[src/hdl/bbp_pkg.sv]
// Shared types and constants for the ball bounce physics step core.
// Holds operation codes, register indexes, datapath command codes and the
// controller/datapath command and status structs. No dependencies.
`default_nettype none

package bbp_pkg;

	localparam int SCREEN_W = 800;
	localparam int SCREEN_H = 600;

	localparam logic [31:0] POS_X_RST = 32'(SCREEN_W / 2) << 16;
	localparam logic [31:0] POS_Y_RST = 32'(SCREEN_H / 2) << 16;

	localparam logic [31:0] GRAVITY_RST   = 32'd642908;
	localparam logic [30:0] MIN_SPEED_RST = 31'd9830400;
	localparam logic [30:0] MAX_SPEED_RST = 31'd32768000;

	// operation codes
	localparam logic [1:0] OP_GRAVITY = 2'd0;
	localparam logic [1:0] OP_MOVE    = 2'd1;
	localparam logic [1:0] OP_BOUNCE  = 2'd2;

	// configuration register indexes
	localparam logic [1:0] REG_GRAVITY   = 2'd0;
	localparam logic [1:0] REG_MIN_SPEED = 2'd1;
	localparam logic [1:0] REG_MAX_SPEED = 2'd2;

	// multiplier operand selects
	localparam logic [4:0] MUL_NONE = 5'd0;
	localparam logic [4:0] MUL_VXVX = 5'd1;
	localparam logic [4:0] MUL_VYVY = 5'd2;
	localparam logic [4:0] MUL_VXNX = 5'd3;
	localparam logic [4:0] MUL_VYNY = 5'd4;
	localparam logic [4:0] MUL_VXDT = 5'd5;
	localparam logic [4:0] MUL_VYDT = 5'd6;
	localparam logic [4:0] MUL_GDT  = 5'd7;
	localparam logic [4:0] MUL_MAG  = 5'd8;
	localparam logic [4:0] MUL_DNX  = 5'd9;
	localparam logic [4:0] MUL_DNY  = 5'd10;
	localparam logic [4:0] MUL_BXBX = 5'd11;
	localparam logic [4:0] MUL_BYBY = 5'd12;
	localparam logic [4:0] MUL_SBX  = 5'd13;
	localparam logic [4:0] MUL_SBY  = 5'd14;
	localparam logic [4:0] MUL_PNX  = 5'd15;
	localparam logic [4:0] MUL_PNY  = 5'd16;

	// datapath actions
	localparam logic [4:0] ACT_NONE      = 5'd0;
	localparam logic [4:0] ACT_GRAV      = 5'd1;
	localparam logic [4:0] ACT_VY_ADD    = 5'd2;
	localparam logic [4:0] ACT_MOVE_X    = 5'd3;
	localparam logic [4:0] ACT_MOVE_Y    = 5'd4;
	localparam logic [4:0] ACT_ACC_LD    = 5'd5;
	localparam logic [4:0] ACT_ACC_ADD   = 5'd6;
	localparam logic [4:0] ACT_SQRT_LD   = 5'd7;
	localparam logic [4:0] ACT_SQRT_STEP = 5'd8;
	localparam logic [4:0] ACT_SPEED     = 5'd9;
	localparam logic [4:0] ACT_DOT_LD    = 5'd10;
	localparam logic [4:0] ACT_DOT_RND   = 5'd11;
	localparam logic [4:0] ACT_RX        = 5'd12;
	localparam logic [4:0] ACT_RY        = 5'd13;
	localparam logic [4:0] ACT_HALVE     = 5'd14;
	localparam logic [4:0] ACT_DEGEN     = 5'd15;
	localparam logic [4:0] ACT_DIV_LD    = 5'd16;
	localparam logic [4:0] ACT_DIV_STEP  = 5'd17;
	localparam logic [4:0] ACT_VX_SET    = 5'd18;
	localparam logic [4:0] ACT_VY_SET    = 5'd19;
	localparam logic [4:0] ACT_PUSH_X    = 5'd20;
	localparam logic [4:0] ACT_PUSH_Y    = 5'd21;
	localparam logic [4:0] ACT_OUT       = 5'd22;

	typedef struct packed {
		logic       capture;
		logic [4:0] mul_sel;
		logic [4:0] act;
	} bbp_cmd_t;

	typedef struct packed {
		logic [1:0] op;
		logic       bounce_go;
		logic       sqrt_last;
		logic       div_last;
		logic       need_halve;
		logic       len_zero;
	} bbp_sts_t;

endpackage

`default_nettype wire

[src/hdl/bbp_ctrl.sv]
// Sequencing controller for the ball bounce physics step core.
// Depends on bbp_pkg for command/status structs and codes.
`default_nettype none

module bbp_ctrl (
	input  wire logic            clk,
	input  wire logic            arst_n,
	input  wire logic            in_valid,
	output logic                 in_ready,
	output logic                 out_valid,
	input  wire logic            out_ready,
	input  bbp_pkg::bbp_sts_t    sts,
	output bbp_pkg::bbp_cmd_t    cmd
);
	import bbp_pkg::*;

	localparam logic [5:0] S_IDLE    = 6'd0;
	localparam logic [5:0] S_DISP    = 6'd1;
	localparam logic [5:0] S_G_MUL   = 6'd2;
	localparam logic [5:0] S_G_SCALE = 6'd3;
	localparam logic [5:0] S_G_ADD   = 6'd4;
	localparam logic [5:0] S_M_X     = 6'd5;
	localparam logic [5:0] S_M_Y     = 6'd6;
	localparam logic [5:0] S_M_END   = 6'd7;
	localparam logic [5:0] S_B_SQX   = 6'd8;
	localparam logic [5:0] S_B_SQY   = 6'd9;
	localparam logic [5:0] S_B_SUM   = 6'd10;
	localparam logic [5:0] S_B_SQLD  = 6'd11;
	localparam logic [5:0] S_B_SQ    = 6'd12;
	localparam logic [5:0] S_B_MAG   = 6'd13;
	localparam logic [5:0] S_B_SPD   = 6'd14;
	localparam logic [5:0] S_B_DOT   = 6'd15;
	localparam logic [5:0] S_B_D     = 6'd16;
	localparam logic [5:0] S_B_DNX   = 6'd17;
	localparam logic [5:0] S_B_RX    = 6'd18;
	localparam logic [5:0] S_B_RY    = 6'd19;
	localparam logic [5:0] S_B_HALVE = 6'd20;
	localparam logic [5:0] S_B_BSQX  = 6'd21;
	localparam logic [5:0] S_B_BSQY  = 6'd22;
	localparam logic [5:0] S_B_BSUM  = 6'd23;
	localparam logic [5:0] S_B_LSQLD = 6'd24;
	localparam logic [5:0] S_B_LSQ   = 6'd25;
	localparam logic [5:0] S_B_LCHK  = 6'd26;
	localparam logic [5:0] S_B_DXLD  = 6'd27;
	localparam logic [5:0] S_B_DX    = 6'd28;
	localparam logic [5:0] S_B_VX    = 6'd29;
	localparam logic [5:0] S_B_DYLD  = 6'd30;
	localparam logic [5:0] S_B_DY    = 6'd31;
	localparam logic [5:0] S_B_VY    = 6'd32;
	localparam logic [5:0] S_B_PNX   = 6'd33;
	localparam logic [5:0] S_B_PUSHX = 6'd34;
	localparam logic [5:0] S_B_PUSHY = 6'd35;
	localparam logic [5:0] S_DONE    = 6'd36;

	logic [5:0] state_q, state_d;
	logic       out_valid_q;

	always_comb begin
		state_d     = state_q;
		cmd         = '0;
		cmd.mul_sel = MUL_NONE;
		cmd.act     = ACT_NONE;
		case (state_q)
			S_IDLE: begin
				if (in_valid) begin
					cmd.capture = 1'b1;
					state_d     = S_DISP;
				end
			end
			S_DISP: begin
				case (sts.op)
					OP_GRAVITY: state_d = S_G_MUL;
					OP_MOVE:    state_d = S_M_X;
					OP_BOUNCE:  state_d = sts.bounce_go ? S_B_SQX : S_DONE;
					default:    state_d = S_DONE;
				endcase
			end
			S_G_MUL: begin
				cmd.mul_sel = MUL_GDT;
				state_d     = S_G_SCALE;
			end
			S_G_SCALE: begin
				cmd.act = ACT_GRAV;
				state_d = S_G_ADD;
			end
			S_G_ADD: begin
				cmd.act = ACT_VY_ADD;
				state_d = S_DONE;
			end
			S_M_X: begin
				cmd.mul_sel = MUL_VXDT;
				state_d     = S_M_Y;
			end
			S_M_Y: begin
				cmd.mul_sel = MUL_VYDT;
				cmd.act     = ACT_MOVE_X;
				state_d     = S_M_END;
			end
			S_M_END: begin
				cmd.act = ACT_MOVE_Y;
				state_d = S_DONE;
			end
			S_B_SQX: begin
				cmd.mul_sel = MUL_VXVX;
				state_d     = S_B_SQY;
			end
			S_B_SQY: begin
				cmd.mul_sel = MUL_VYVY;
				cmd.act     = ACT_ACC_LD;
				state_d     = S_B_SUM;
			end
			S_B_SUM: begin
				cmd.act = ACT_ACC_ADD;
				state_d = S_B_SQLD;
			end
			S_B_SQLD: begin
				cmd.act = ACT_SQRT_LD;
				state_d = S_B_SQ;
			end
			S_B_SQ: begin
				cmd.act = ACT_SQRT_STEP;
				if (sts.sqrt_last)
					state_d = S_B_MAG;
			end
			S_B_MAG: begin
				cmd.mul_sel = MUL_MAG;
				state_d     = S_B_SPD;
			end
			S_B_SPD: begin
				cmd.act     = ACT_SPEED;
				cmd.mul_sel = MUL_VXNX;
				state_d     = S_B_DOT;
			end
			S_B_DOT: begin
				cmd.act     = ACT_DOT_LD;
				cmd.mul_sel = MUL_VYNY;
				state_d     = S_B_D;
			end
			S_B_D: begin
				cmd.act = ACT_DOT_RND;
				state_d = S_B_DNX;
			end
			S_B_DNX: begin
				cmd.mul_sel = MUL_DNX;
				state_d     = S_B_RX;
			end
			S_B_RX: begin
				cmd.act     = ACT_RX;
				cmd.mul_sel = MUL_DNY;
				state_d     = S_B_RY;
			end
			S_B_RY: begin
				cmd.act = ACT_RY;
				state_d = S_B_HALVE;
			end
			S_B_HALVE: begin
				if (sts.need_halve)
					cmd.act = ACT_HALVE;
				else
					state_d = S_B_BSQX;
			end
			S_B_BSQX: begin
				cmd.mul_sel = MUL_BXBX;
				state_d     = S_B_BSQY;
			end
			S_B_BSQY: begin
				cmd.mul_sel = MUL_BYBY;
				cmd.act     = ACT_ACC_LD;
				state_d     = S_B_BSUM;
			end
			S_B_BSUM: begin
				cmd.act = ACT_ACC_ADD;
				state_d = S_B_LSQLD;
			end
			S_B_LSQLD: begin
				cmd.act = ACT_SQRT_LD;
				state_d = S_B_LSQ;
			end
			S_B_LSQ: begin
				cmd.act = ACT_SQRT_STEP;
				if (sts.sqrt_last)
					state_d = S_B_LCHK;
			end
			S_B_LCHK: begin
				if (sts.len_zero) begin
					cmd.act = ACT_DEGEN;
					state_d = S_B_PNX;
				end else begin
					cmd.mul_sel = MUL_SBX;
					state_d     = S_B_DXLD;
				end
			end
			S_B_DXLD: begin
				cmd.act = ACT_DIV_LD;
				state_d = S_B_DX;
			end
			S_B_DX: begin
				cmd.act = ACT_DIV_STEP;
				if (sts.div_last)
					state_d = S_B_VX;
			end
			S_B_VX: begin
				cmd.act     = ACT_VX_SET;
				cmd.mul_sel = MUL_SBY;
				state_d     = S_B_DYLD;
			end
			S_B_DYLD: begin
				cmd.act = ACT_DIV_LD;
				state_d = S_B_DY;
			end
			S_B_DY: begin
				cmd.act = ACT_DIV_STEP;
				if (sts.div_last)
					state_d = S_B_VY;
			end
			S_B_VY: begin
				cmd.act = ACT_VY_SET;
				state_d = S_B_PNX;
			end
			S_B_PNX: begin
				cmd.mul_sel = MUL_PNX;
				state_d     = S_B_PUSHX;
			end
			S_B_PUSHX: begin
				cmd.act     = ACT_PUSH_X;
				cmd.mul_sel = MUL_PNY;
				state_d     = S_B_PUSHY;
			end
			S_B_PUSHY: begin
				cmd.act = ACT_PUSH_Y;
				state_d = S_DONE;
			end
			S_DONE: begin
				// output register must be free before it is reloaded
				if (!out_valid_q || out_ready) begin
					cmd.act = ACT_OUT;
					state_d = S_IDLE;
				end
			end
			default: state_d = S_IDLE;
		endcase
	end

	always_ff @(posedge clk or negedge arst_n) begin
		if (!arst_n) begin
			state_q     <= S_IDLE;
			out_valid_q <= 1'b0;
		end else begin
			state_q <= state_d;
			if (cmd.act == ACT_OUT)
				out_valid_q <= 1'b1;
			else if (out_ready)
				out_valid_q <= 1'b0;
		end
	end

	assign in_ready  = (state_q == S_IDLE);
	assign out_valid = out_valid_q;

endmodule

`default_nettype wire

[config.mk]
export PLATFORM = sky130hd
export DESIGN_NAME = bbp_ctrl
export DESIGN_NICKNAME = d
export VERILOG_FILES = /design/src/hdl/bbp_pkg.sv /design/src/hdl/bbp_ctrl.sv
export SDC_FILE = /design/constraint.sdc
export NUM_CORES = 1
export LEC_CHECK = 0
export CORE_UTILIZATION = 57
export DETAILED_ROUTE_END_ITERATION = 8
export DONT_BUFFER_PORTS = 1
export GPL_ROUTABILITY_DRIVEN = 0
export GPL_TIMING_DRIVEN = 0
export PLACE_DENSITY = 0.82
export SYNTH_ARGS = -nofsm -noshare
export SYNTH_HDL_FRONTEND = slang
export SYNTH_SLANG_ARGS = --single-unit
export TNS_END_PERCENT = 20
[constraint.sdc]
create_clock -name clk -period 1.94 [get_ports clk]
set_clock_uncertainty 0.05 [all_clocks]
set_input_delay 0.097 -clock clk [delete_from_list [all_inputs] [get_ports clk]]
set_output_delay 0.097 -clock clk [all_outputs]
set_load 0.005 [all_outputs]
* Word level (Yosys, flattened, before mapping)
Index checks and enable logic that the tools add are counted.
** Storage, ports and cells
- Input port bits :: 11
- Output and inout port bits :: 13
- Flip-flop bits (word level) :: 7
** Cells by class
- Reductions and logical operators :: 13
- Muxes and demuxes :: 21
- Eq/ne operators :: 46
** Operators with widths (count)
- 6-bit one-hot mux with 35 select lines :: 1
- 5-bit one-hot mux with 22 select lines :: 1
- 6-bit by 5-bit == test with 1-bit output (second input constant) :: 16
- 5-bit one-hot mux with 16 select lines :: 1
- 6-bit two-way mux :: 9
- 6-bit by 4-bit == test with 1-bit output (second input constant) :: 8
- 6-bit == test (second input constant) :: 5
- 6-bit by 3-bit == test with 1-bit output (second input constant) :: 4
- 6-bit one-hot mux with 3 select lines :: 1
- 2-bit != test (second input constant) :: 7
- 6-bit by 2-bit == test with 1-bit output (second input constant) :: 2
- 4-bit two-way mux :: 3
- 2-bit OR reduction :: 6
- 7-bit AND reduction :: 1
- 6-bit by 1-bit == test with 1-bit output (second input constant) :: 1
- 6-bit logical NOT :: 1
- 5-bit == test (second input constant) :: 1
- 5-bit two-way mux :: 1
- 1-bit two-way mux :: 4
- 3-bit OR reduction :: 1
- 2-bit by 1-bit == test with 1-bit output (second input constant) :: 1
- 2-bit == test (second input constant) :: 1
- 2-bit logical NOT :: 1
- 2-bit nonzero test :: 1
- other kinds (2) :: 2

* Longest topological paths before layout
- Depth in word-level cells :: 6
- Gate-level depth with buffers :: 8
- Depth with buffers taken out :: 5

* Worst setup path after synthesis
OpenSTA, ideal clock, no wires.
- Kind :: flip-flop to flip-flop
- From :: register state_q[5]
- To :: register state_q[4]
- Period minus slack after synthesis :: 1878 ps
- Path slack :: 62 ps
- Arrival :: 1703 ps
- Data required time :: 1765 ps
- Path buffers :: 1
- Setup time :: 125 ps
- Cell stages (with the launch flop) :: 7
- Cell sequence :: dfrtp_1 -> buf_6 -> or4_4 -> nor4_4 -> a41oi_2 -> o211ai_4 -> mux2_4
** Between the ends
- Word-level cells in the longest chain between the ends :: 3
** Ends and longest elaborated chain
- from (decl) :: line bbp_ctrl.sv:55 : logic [5:0] state_q, state_d;
- from (signal assigned) :: line bbp_ctrl.sv:249 : state_q <= state_d;
- 6-bit == test, or another cell as far along :: line bbp_ctrl.sv:63 : case (state_q)
- 3-bit OR reduction (no line) or 2-bit != test (tied branches)
- 6-bit one-hot mux with 35 select lines or 7-bit AND reduction (tied branches)
Several ways; a longest one is shown, not always the timed one.
A chain may end at the register's enable or synchronous reset.

* Final worst setup path
Same ends and word-level chain as after synthesis.

==> flow_metrics.tcl <==
set metrics [dict create \
    avgRoutedWirePerCell_um 21.5 \
    final_util 0.779 \
    worstPathRequired_ns 2.02 \
    arrival_ns 2.08 \
    cp_top_family "simple AND/OR/NAND/NOR gates" \
    numCtsBuffers 3 \
    fin_nets 206 \
    netlist_top_cells_count "nand2_1, a21oi_1, nor2_1" \
    yosys_warnings 0 \
    dp_hpwl_um 2990 \
    yosysMostFrequentCell "nand2_1" \
    period_needed_ns 2.01 \
    max_stage_delay_ns 0.51 \
    pin_count 24 \
    setup_ws_ns -0.0664 \
    drt-pass1-iter-count 8 \
    relSlewSlack 0.728 \
    synth.top_cell.area_share 0.136 \
    cp.buffers_inverters 1 \
    grt_max_degree 11 \
    start_util 0.631 \
    ys.flop_type "dfrtp_1" \
    seq_area_um2 178 \
    period_share 1.03 \
    cp_cell_sequence "buf_6 -> or4b_4 -> o21ai_4 -> o32ai_4 -> o211ai_4 -> mux2_4" \
    fin_setup_tns_ns -0.458 \
    area_growth_syn_to_layout_pct 23.4 \
    irDropWorstVdd_uv 1160 \
    clk_pin_slew_ns 0.05 \
    power.density_mw_per_mm2 1720 \
    synth_area_leaders "dfrtp_1, a21oi_1, nand2b_1" \
    synth_top_area_cell "dfrtp_1" \
    drt-initial-drc-count 131 \
    io_buffers 0 \
    ant_nets 0 \
    seq_area_frac_synth 0.136 \
    wl_um 4740 \
    cp-start-kind "register" \
    tightest_slew_ns 0.398 \
    p_total_mw 2.73 \
    post-place-ws_ns -0.0865 \
    cp_max_fo 6 \
    syn_area_per_cell_um2 7.16 \
    cts_tree "done" \
    fillCellCount 147 \
    report.final.slew_viol_count 0 \
    grt_use_total 0.369 \
    syn_inst 180 \
    chipWidth_um 49.6 \
    drc 0 \
    grt_antenna_before_repair 0 \
    min_path_type "in2reg" \
    cp_slowest_cell "or4b_4" \
    die_y_um 49.6 \
    viasPerCell 7.56 \
    diodes 0 \
    fp.dieArea_mm2 0.00246 \
    criticalPathCategory "reg2reg" \
    cts.sinks 7 \
    outcome "complete, but fails checks" \
    grt_overflow_total 0 \
    netlist_area_mm2 0.00129 \
    cts_max_level 1 \
    clock.fmax_mhz 498 \
    worstSkewPairLatency_ns 0.26 \
    synth_edf_count 0 \
    synth-seq-cells 7 \
    cts_root_buf "clkbuf_4" \
    setup_viol 10 \
    synthArstFlopShare 1.00 \
    grt_pass1_vias 1501 \
    hold_viol 0 \
    place_area_mm2 0.00132 \
    power.leakage_nw 0.592 \
    clock_path_buffers 2 \
    yosysUniqueCellTypes 54 \
    core_area_mm2 0.00204 \
    multi_input_area_mm2 0.00108 \
    violations "setup timing" \
    grt_pass1_wl_um 6950 \
    grt_setup_unrepaired "yes" \
    end_kind "register" \
    max_cap_violations 0 \
    layout-drive-gt1-share 0.309 \
    num_rows 16 \
    vias 1670 \
    fin_area_mm2 0.00159 \
    synth_fp_nets 191 \
]
worst reg2reg max path: cells and delay by family, from the launching register on:
family / cells / cell delay (ns)
AO/OA/AOI/OAI: 3 / 0.48
buffers and inverters: 1 / 0.14
flip-flops: 1 / 0.37
multiplexers: 1 / 0.34
AND/OR/NAND/NOR: 1 / 0.51
cells by family after synthesis:
family                 synth area share
AND/OR/NAND/NOR                   0.351
AO/OA/AOI/OAI                     0.350
buffers and inverters            0.0932
flip-flops                        0.136
multiplexers                     0.0631
XOR/XNOR                        0.00680
registers in the layout, indices dropped and copies added, names as in the netlist:
signal     count
out_valid      1
state_q        6
cell usage in the layout (no fill, tap or decap), types with 3 or more instances in the layout:
| cell type | n |
|---|---|
| clkbuf_4 | 8 |
| nand4_1 | 3 |
| dfrtp_1 | 5 |
| nor2_2 | 5 |
| nand3_1 | 8 |
| clkbuf_2 | 3 |
| mux2_4 | 4 |
| nor2b_1 | 9 |
| a21oi_1 | 15 |
| nor2_1 | 10 |
| a31oi_1 | 3 |
| o21ai_0 | 11 |
| a22oi_1 | 4 |
| buf_4 | 10 |
| nand2_1 | 16 |
| o211ai_1 | 3 |
| buf_6 | 5 |
| inv_1 | 4 |
| nand2b_1 | 10 |
area by class of cell:
class	count	area share
well taps	27	0.0212
flip-flops and latches	7	0.112
multi-input cells	149	0.681
plain buffers	17	0.0881
inverters	6	0.0165
repair buffers	11	0.0653
clock buffers	4	0.0165
timing repair:
action | 4_1_cts | 5_1_grt
resized for setup | 11 | 32
pin swaps | 3 | 10
setup buffers | 3 | 6
hold buffers | 2 | 0
setup endpoints to repair | 14 | 15
endpoints found under the hold margin | 8 | 0
where the power goes:
group / internal (mW) / leakage (nW) / switching (mW)
Combinational: 0.955 / 0.492 / 1.40
Sequential: 0.207 / 0.0849 / 0.0386
Clock: 0.0784 / 0.0150 / 0.0526
path summary, 6_finish.rpt:
path,start,to,slack (ns),depth (start not counted)
hold / removal,sts[4],state_q[3],0.06,2
min in group asynchronous,arst_n,out_valid,0.11,1
hold reg to reg,out_valid,out_valid,0.58,2
setup reg to reg,state_q[5],state_q[4],-0.07,6
setup / recovery,state_q[5],state_q[4],-0.07,6
max in group asynchronous,arst_n,state_q[4],1.47,1
through the flow:
| stage | std cells | hold slack (ns) |
|---|---|---|
| after floorplan | 180 | -0.249 |
| final | 221 | 0.0620 |
| after global routing | 221 | 0.0317 |
| after detailed placement | 207 | -0.248 |
| after CTS | 216 | 0.0193 |
| after global placement | 207 | -0.248 |
layer usage:
| layer | wire length [µm] | vias up | track usage |
|---|---|---|---|
| met5 | 0 | - | 0 |
| met2 | 2030 | 169 | 0.577 |
| li1 | - | 707 | - |
| met1 | 1720 | 746 | 0.460 |
| met4 | 266 | 0 | 0.143 |
| met3 | 719 | 48 | 0.130 |
Note: power is estimated with default switching activity, not from simulation.
